==> src/rtl/lbcm_light_mem.sv <==
// ----------------------------------------------------------------------------
// Light table memory
// One write port, one read port, registered read data.
// ----------------------------------------------------------------------------
module lbcm_light_mem #(
	parameter int DEPTH = 32,
	parameter int AW    = 5,
	parameter int DW    = 127
) (
	input  logic          clk,
	input  logic          we,
	input  logic [AW-1:0] waddr,
	input  logic [DW-1:0] wdata,
	input  logic          re,
	input  logic [AW-1:0] raddr,
	output logic [DW-1:0] rdata
);

	logic [DW-1:0] mem_q [DEPTH];

	always_ff @(posedge clk) begin
		if (we) begin
			mem_q[waddr] <= wdata;
		end
	end

	always_ff @(posedge clk) begin
		if (re) begin
			rdata <= mem_q[raddr];
		end
	end

endmodule

==> config.mk <==
export PLATFORM = sky130hd
export DESIGN_NAME = lbcm_light_mem
export DESIGN_NICKNAME = d
export VERILOG_FILES = /design/src/rtl/lbcm_light_mem.sv
export SDC_FILE = /design/constraint.sdc
export NUM_CORES = 2
export LEC_CHECK = 0
export ABC_CLOCK_PERIOD_IN_PS = 11200
export BUFFER_PORTS_ARGS = -buffer_cell sky130_fd_sc_hd__buf_2
export CORE_AREA = 2 2 711 713
export DETAILED_ROUTE_END_ITERATION = 16
export DIE_AREA = 0 0 713 715
export SKIP_LAST_GASP = 1
export SLEW_MARGIN = 30
export SYNTH_ARGS = -nofsm -noshare
export SYNTH_HDL_FRONTEND = slang
export SYNTH_SLANG_ARGS = --single-unit
export TNS_END_PERCENT = 30
==> constraint.sdc <==
create_clock -name clk -period 11.2 [get_ports clk]
set_input_delay 1.12 -clock clk [delete_from_list [all_inputs] [get_ports clk]]
set_output_delay 1.12 -clock clk [all_outputs]
set_load 0.05 [all_outputs]
==> impl_metrics.yaml <==
global_route:
  grt_max_degree: 147
  antenna_found_initial: 113
  grt_remaining_overflow: 0
  grt_usage: 0.159
  grt_pass1_vias: 73800
  grt_pass1_wl_um: 581000
worst_setup_path:
  start_kind: "input pin"
  path_buf_inv: 3
  path_delay_family: "buffers and inverters"
  worst_path_max_delay_cell: "buf_4"
  cp-end-kind: "flop"
  path_cells: "buf_2 -> nor2b_4 -> nand2b_4 -> buf_4 -> buf_4 -> o22ai_1 -> nor4_1"
  cp_data_arrival_time_ns: 4.63
  critPathMaxFanout: 41
  cpPeakStageDelay_ns: 0.85
  crit_required_ns: 11.88
  cpMostUsedCell: "buf_4"
  criticalPathCategory: "input pin to flop"
cells_and_area:
  area_growth_pct: 15.1
  layout.nets: 7042
  drive_gt1_frac: 0.280
  postLayoutCoreUtil: 0.356
  final_area_um2: 179000
synthesis:
  synth.cell_area_um2: 155000
  synth.top_cell.area_share: 0.810
  synth_area_leaders: "edfxtp_1 (81%), mux4_2 (14%), o22ai_1 (1.8%)"
  synth_async_sr_flop_share: 0
  synth.most_common_cell: "edfxtp_1"
  synth-edff-count: 4191
  synth-seq-cells: 4191
  ys_warn_count: 0
  synth-seq-area-share: 0.810
  synth_nets: 6524
  synth_top_cell_by_area: "edfxtp_1"
  ys.flop_type: "edfxtp_1"
  ys_top_cells_by_count: "edfxtp_1 (4191), mux4_2 (952), o22ai_1 (444), mux2i_1 (128), clkbuf_1 (119)"
  synth_cells: 6384
  ys_types: 25
  syn-mean-instance-area_um2: 24.3
place:
  hpwl_um: 216000
  port_buffers: 266
  dpl-instance-area_um2: 165000
  gp_congestion: 0.733
clocking:
  clk_path_buf_depth: 4
  clock_latency_ns: 0.93
  cts_buffers: 416
  root_buffer: "clkbuf_16"
  cts.sinks: 4191
  clkTransAtPathRegs_ns: 0.06
  cts_tree: "done"
  cts-hold-fix-buffers: 0
  postCtsResizedCells: 0
  htreeDepth: 5
  cts_setup_buffers: 0
sta:
  finalSetupViolations: 0
  rsz0062_at_grt: "false"
  fin_setup_tns_ns: 0
  finalHoldViolCount: 0
  finalCritPeriodShare: 0.353
  drv_slew: 0
  holdWs_ns: 0.612
  min_period_ns: 3.96
  slew_headroom: 0.315
  max_freq_ghz: 0.253
  worst_pin_slew_ns: 1.03
  finalClockSkew_ns: 0.0693
floorplan:
  rows: 261
  die_area_um2: 510000
  die_w_um: 713
  coreArea_um2: 503000
  die_h_um: 715
  initial_utilization: 0.309
  ioPinCount: 267
power_and_ir_drop:
  p_leak_nw: 54.4
  powerDensity_nw_per_um2: 183
  peakVddDrop_uv: 139
route:
  drt_first_pass_iters: 5
  drt_iter0_drc: 8077
  drc: 0
  post_drt_wl_per_cell_um: 29.9
  via_per_inst: 5.20
  ant_nets: 0
  drt_wl_total_um: 417000
  via_count: 72600
flow_run:
  max_cap_viol_count: 0
min_path:
  min-delay-path-class: "input pin to flop"
outcome:
  status: "finished, final reports clean"
[final cells by class]
class / instances / area (µm²)
fillers: 45600 / 324000
flip-flops and latches: 4191 / 126000
multi-input cells: 1843 / 28000
clock buffers: 509 / 10900
well taps: 6706 / 8390
repair buffers: 450 / 3410
clock inverters: 243 / 2220
diodes: 30 / 75.1
[metal layers]
layer,track usage,share of wire,wire length [µm]
met1,0.207,0.39,163000
met2,0.277,0.51,213000
met3,0.0279,0.074,31000
met4,0.0389,0.022,9230
met5,0,0.00057,237
[logic make-up (layout without fill, tap and decap cells)]
kind of cell,Yosys count,in the layout,share of synthesized area
AND/OR/NAND/NOR,223,223,0.00819
other,0,30,0
AO/OA/AOI/OAI,540,540,0.0225
flip-flops,4191,4191,0.810
buffers and inverters,350,1202,0.0126
multiplexers,1080,1080,0.146
[layout by cell type, fill, tap and decap left out, types with 12 or more instances in the layout]
cell | synthesis | final
edfxtp_1 | 4191 | 4191
mux4_2 | 952 | 952
o22ai_1 | 444 | 444
clkbuf_16 | 0 | 423
buf_2 | 115 | 263
buf_4 | 60 | 131
mux2i_1 | 128 | 128
clkinv_1 | 0 | 114
a22oi_1 | 96 | 96
nor4_1 | 111 | 87
clkbuf_1 | 119 | 86
clkinv_2 | 0 | 62
bufinv_16 | 0 | 35
buf_12 | 0 | 35
nand3_1 | 35 | 34
nor2_4 | 0 | 33
diode_2 | 0 | 30
nor4_2 | 0 | 24
nand4_1 | 16 | 16
clkinvlp_4 | 0 | 12
[state kept, by name (all words and copies together), names as in the netlist]
register / cells
rdata: 127
mem_q: 4064
[stage by stage]
stage / cells / total power [W] / setup WS [ns]
2_1_floorplan: 6384 / 0.0188 / 3.52
3_3_place_gp: 13200 / 0.0195 / 5.40
3_5_place_dp: 13200 / 0.0195 / 6.24
4_1_cts: 13900 / 0.0330 / 7.24
5_1_grt: 14000 / 0.0336 / 7.05
6_report: 14000 / 0.0327 / 7.24
[power breakdown]
| group | switching, W | leakage, nW | internal, W | total [W] |
|---|---|---|---|---|
| logic | 0.00101 | 10.2 | 0.000525 | 0.00153 |
| registers | 0.000108 | 37.8 | 0.0175 | 0.0176 |
| clock network | 0.00583 | 6.38 | 0.00771 | 0.0135 |
[worst paths after layout]
| path | end | start | slack (ns) | cells after the start |
|---|---|---|---|---|
| worst max register to register | rdata[43] | mem_q[30][43] | 9.32 | 4 |
| worst min-delay path | rdata[15] | re | 0.61 | 1 |
| worst max-delay path | rdata[73] | raddr[1] | 7.24 | 7 |
| worst min register to register | rdata[122] | mem_q[18][122] | 0.80 | 3 |
(Power assumes the default switching activity.)
