`config.mk`:
```
export PLATFORM = sky130hd
export DESIGN_NAME = lbcm_cull_unit
export DESIGN_NICKNAME = d
export VERILOG_FILES = /design/src/rtl/lbcm_pkg.sv /design/src/rtl/lbcm_cull_unit.sv
export SDC_FILE = /design/constraint.sdc
export NUM_CORES = 1
export LEC_CHECK = 0
export ABC_CLOCK_PERIOD_IN_PS = 3000
export BUFFER_PORTS_ARGS = -buffer_cell sky130_fd_sc_hd__buf_2
export CAP_MARGIN = 20
export CORE_MARGIN = 5
export CORE_UTILIZATION = 41
export DETAILED_ROUTE_END_ITERATION = 16
export GPL_TIMING_DRIVEN = 0
export PLACE_DENSITY = 0.61
export SLEW_MARGIN = 20
export SYNTH_ARGS = -nofsm -noshare
export SYNTH_HDL_FRONTEND = slang
export SYNTH_SLANG_ARGS = --single-unit
```
`constraint.sdc`:
```
create_clock -name clk -period 3 [get_ports clk]
set_input_delay 0.15 -clock clk [delete_from_list [all_inputs] [get_ports clk]]
set_output_delay 0.15 -clock clk [all_outputs]
set_load 0.02 [all_outputs]
```
`src/rtl/lbcm_pkg.sv`:
```
// ----------------------------------------------------------------------------
// Light box cull mask package
// Commands, register indexes, field widths and shared types.
// ----------------------------------------------------------------------------
package lbcm_pkg;

	localparam int IDX_W  = 5;
	localparam int MASK_W = 32;
	localparam int RAD_W  = 31;
	localparam int CNT_W  = 6;

	localparam logic CMD_WRITE = 1'b0;
	localparam logic CMD_QUERY = 1'b1;

	localparam logic REG_LIGHT_COUNT = 1'b0;
	localparam logic REG_TOUCH_MODE  = 1'b1;

	typedef enum logic [2:0] {
		ST_IDLE = 3'b001,
		ST_SCAN = 3'b010,
		ST_DONE = 3'b100
	} state_t;

	// tag that travels with one light test down the pipeline
	typedef struct packed {
		logic             vld;
		logic [IDX_W-1:0] idx;
	} tag_t;

endpackage

```
`src/rtl/lbcm_cull_unit.sv`:
```
// ----------------------------------------------------------------------------
// Light cull unit
// Two-stage cube/box overlap test on one light entry per cycle.
// ----------------------------------------------------------------------------
module lbcm_cull_unit #(
	parameter int CW = 32
) (
	input  logic                     clk,
	input  logic                     arst_n,
	input  lbcm_pkg::tag_t           tag_s1,
	input  logic [3*CW+lbcm_pkg::RAD_W-1:0] ent_s1,
	input  logic signed [CW-1:0]     box_min [3],
	input  logic signed [CW-1:0]     box_max [3],
	input  logic                     inclusive,
	output lbcm_pkg::tag_t           tag_s3,
	output logic                     hit_s3,
	output logic                     busy
);

	localparam int EXT = (CW > 32) ? CW : 32;
	localparam int EW  = EXT + 1;

	logic signed [CW-1:0] cen [3];
	logic signed [EW-1:0] rad_e;
	logic signed [EW-1:0] hi_s2 [3];
	logic signed [EW-1:0] lo_s2 [3];
	logic signed [EW-1:0] mn_e [3];
	logic signed [EW-1:0] mx_e [3];
	logic [2:0]           miss;
	lbcm_pkg::tag_t       tag_s2;

	always_comb begin
		rad_e = signed'({{(EW-lbcm_pkg::RAD_W){1'b0}}, ent_s1[lbcm_pkg::RAD_W-1:0]});
		for (int a = 0; a < 3; a++) begin
			cen[a] = signed'(ent_s1[lbcm_pkg::RAD_W + a*CW +: CW]);
		end
	end

	// stage 2: cube extent per axis
	always_ff @(posedge clk) begin
		for (int a = 0; a < 3; a++) begin
			hi_s2[a] <= EW'(cen[a]) + rad_e;
			lo_s2[a] <= EW'(cen[a]) - rad_e;
		end
	end

	// stage 3: compare against the box
	always_comb begin
		for (int a = 0; a < 3; a++) begin
			mn_e[a] = EW'(box_min[a]);
			mx_e[a] = EW'(box_max[a]);
			if (inclusive) begin
				miss[a] = (hi_s2[a] < mn_e[a]) || (lo_s2[a] > mx_e[a]);
			end else begin
				miss[a] = (hi_s2[a] <= mn_e[a]) || (lo_s2[a] >= mx_e[a]);
			end
		end
	end

	always_ff @(posedge clk) begin
		hit_s3 <= ~|miss;
	end

	always_ff @(posedge clk or negedge arst_n) begin
		if (!arst_n) begin
			tag_s2 <= '0;
			tag_s3 <= '0;
		end else begin
			tag_s2 <= tag_s1;
			tag_s3 <= tag_s2;
		end
	end

	assign busy = tag_s2.vld | tag_s3.vld;

endmodule

```
==> flow_summary_export.csv <==
group,metric,value,unit
yosys,synth_top_area_share,25.7,%
global_route,antenna_found_initial,23,
detailed_routing,drc,0,
layout,register_area,4220,µm²
power,comb_power_share,36.9,%
worst_hold_path,hp-class,"input pin to flop",
critical_path,path_buf_inv,0,
global_route,grt_start_max_net_pins,15,
critical_path,cp.required,3.46,ns
sta,rsz0062_at_grt,"false",
critical_path,slowest_delay,0.49,ns
critical_path,reg2reg_to,"hit_s3",
layout,mostFrequentLayoutCells,"ha_1, buf_2, inv_1",
yosys,synth_top_area_cell,"ha_1",
yosys,synth_edf_count,0,
floorplan,start_util,41.3,%
yosys,async_reset_ff_share,5.77,%
global_route,track_usage,22.8,%
critical_path,start_kind,"flop",
power,pwr-share-seq,32.8,%
power,p_int,0.00714,W
floorplan,ios,336,
place,routabilityCongestion,0.937,
sta,period_share,98.6,%
clocking,worstSkewPairLatency,0.53,ns
flow_run,maxCapViolations,0,
detailed_routing,firstDrtPassIters,5,
critical_path,r2r_cells,10,
floorplan,rows,78,
yosys,ys_warn_count,0,
layout,final_net_count,3386,
clocking,clock-sinks,208,
critical_path,crit_top_cell,"nand4_1",
layout,area_growth,19.8,%
detailed_routing,avgRoutedWirePerCell,18.4,µm
power,ir_worst_vdd,0.438,mV
floorplan,die-area,50000,µm²
global_route,gr-total-overflow,0,
layout,multiInputGateArea,13000,µm²
place,dp_cells,3219,
critical_path,arrival,3.42,ns
critical_path,end_kind,"flop",
sta,setup_viol,0,
sta,fmax,0.338,GHz
place,portBuffers,335,
power,switching_share,34.2,%
global_route,grt_pass1_wl,90.6,mm
yosys,ys_types,87,
layout,final_cells,3302,
clocking,cts_root_buffer,"clkbuf_16",
sta,fin_crit,2.96,ns
critical_path,worstPathCellList,"ha_1, nand4_1, nor2_1, nand4_1, o41ai_2, nor3_2, o22ai_1, a31oi_1, nand4_1, nor3_1",
layout,layout_commonest_cell,"ha_1",
yosys,ys_seq_area_share,22.6,%
detailed_routing,viasPerCell,5.14,
clocking,htreeDepth,1,
critical_path,rrSetupSlack,0.04,ns
floorplan,die_h,224,µm
yosys,ys_top_cells_by_area,"ha_1, dfxtp_1, inv_1",
yosys,syn-num-nets,3002,
power,power_leakage,11.6,nW
power,p_per_area,484,nW/µm²
worst_hold_path,hp-start,"ent_s1[93]",
floorplan,die_w,224,µm
worst_hold_path,hold_path_depth,4,
power,clockPowerShare,30.4,%
yosys,synth_ff_type,"dfxtp_1",
critical_path,r2r-start,"hi_s2[0][23]",
critical_path,cp_top_family,"simple AND/OR/NAND/NOR gates",
clocking,cts_tree,"done",
clocking,cts-buffers-inserted,25,
detailed_routing,wl,60.6,mm
detailed_routing,ant_nets,0,
sta,worst_pin_slew,0.714,ns
yosys,netlist_area,18700,µm²
floorplan,core,45300,µm²
sta,final_max_slew_viol_count,0,
layout,num-fill-cells,4477,
layout,drive_gt1_share,17.2,%
sta,hold_violations,0,
sta,finalClockSkew,0.00884,ns
place,hpwlAfterDp,52.0,mm
power,p_sw,0.00371,W
clocking,cts_buffer_depth,3,
yosys,ys_ff_latch,208,
critical_path,path_max_fanout,2,
yosys,synthCells,2284,
critical_path,critPathSlowestCell,"a31oi_1",
sta,slew_headroom,52.0,%
worst_hold_path,min_to,"hi_s2[0][65]",
detailed_routing,drtIter0Drc,900,
global_route,grt_pass1_vias,17000,
run_status,status,"finished clean",
critical_path,critPathKind,"flop to flop",
clocking,clkTransAtPathRegs,0.06,ns
sta,tns,0,ns
yosys,synth.avg_cell_area,8.19,µm²
detailed_routing,vias,17000,
==> tightest hold or removal path, delay by kind of cell <==
family	cells	cell delay, ns
adders and majority gates	1	0.14
AOI/OAI and AO/OA	1	0.10
buffers and inverters	2	0.15
==> final cells by class <==
type	instances	share of cell area, %
Timing Repair Buffer	358	8.42
Tap cell	600	3.35
Clock buffer	28	2.93
Multi-Input combinational cell	1676	58.1
Clock inverter	17	1.06
Sequential cell	208	18.8
Antenna cell	16	0.179
Buffer	67	1.51
Inverter	332	5.57
==> what timing repair did <==
action                                  4_1_cts  5_1_grt
setup buffers                                 3        5
gates resized for setup                       7       21
pin swaps                                     2        6
endpoints found under the setup margin        7       23
hold buffers                                 15        0
endpoints found under the hold margin        33        0
==> per-layer routing <==
metal  GRT usage (%)  wire [µm]  vias up
met1            29.8      27300     7734
met4            9.45       2370       12
li1                -          -     8666
met5               0         89        -
met2            37.9      27800      421
met3            3.35       3060      123
==> logic make-up after synthesis <==
logic type                 synth area share (%)
buffers and inverters                      8.49
DFF                                        22.6
muxes                                     0.120
AOI/OAI and AO/OA                          20.3
adders and majority gates                  26.3
and+or+nand+nor                            14.5
xor gates and xnor gates                   7.63
==> Yosys cell counts (all sizes together) (38+ instances only) <==
cell type and instances:
a21o 103, a21oi 201, clkbuf 50, dfxtp 196, ha 384, inv 332
nand2 65, nand4 49, nor2 193, nor3 38, o21ai 88, xnor2 126
==> state kept, by name, summed over array words and instances, names as in the netlist <==
| name | count |
|---|---|
| hi_s2 | 98 |
| hit_s3 | 1 |
| lo_s2 | 97 |
| tag_s2 | 6 |
| tag_s3 | 6 |
==> worst max-delay path by stage <==
stage,slack [ns],end,cells after the start,start
final,0.04,hit_s3,10,hi_s2[0][23]
after global routing,0.001,hi_s2[0][97],14,ent_s1[8]
after CTS,-0.02,hit_s3,11,lo_s2[0][65]
after detailed placement,-0.75,hi_s2[0][97],13,ent_s1[9]
after global placement,-0.72,hi_s2[0][97],13,ent_s1[14]
after floorplan,0.20,hi_s2[0][98],13,ent_s1[3]
==> per-stage QoR <==
stage          setup slack, ns  hold slack, ns  util, %  total power [W]  cell area [µm²]
2_1_floorplan            0.199          -0.146        -          0.00630            18700
3_3_place_gp            -0.720          0.0293     46.7          0.00737            21100
3_5_place_dp            -0.750          0.0358     46.7          0.00750            21100
4_1_cts                -0.0163         0.00906     49.1           0.0109            22200
5_1_grt                0.00136          0.0425     49.5           0.0116            22400
6_report                0.0422          0.0456     49.5           0.0109            22400
==> power groups by stage <==
stage | logic [W] | registers, W | clock network, W
after global routing | 0.00451 | 0.00360 | 0.00349
after global placement | 0.00377 | 0.00360 | 0
after floorplan | 0.00276 | 0.00353 | 0
final | 0.00400 | 0.00356 | 0.00329
after CTS | 0.00395 | 0.00356 | 0.00338
after detailed placement | 0.00388 | 0.00361 | 0
(Power assumes the default switching activity.)
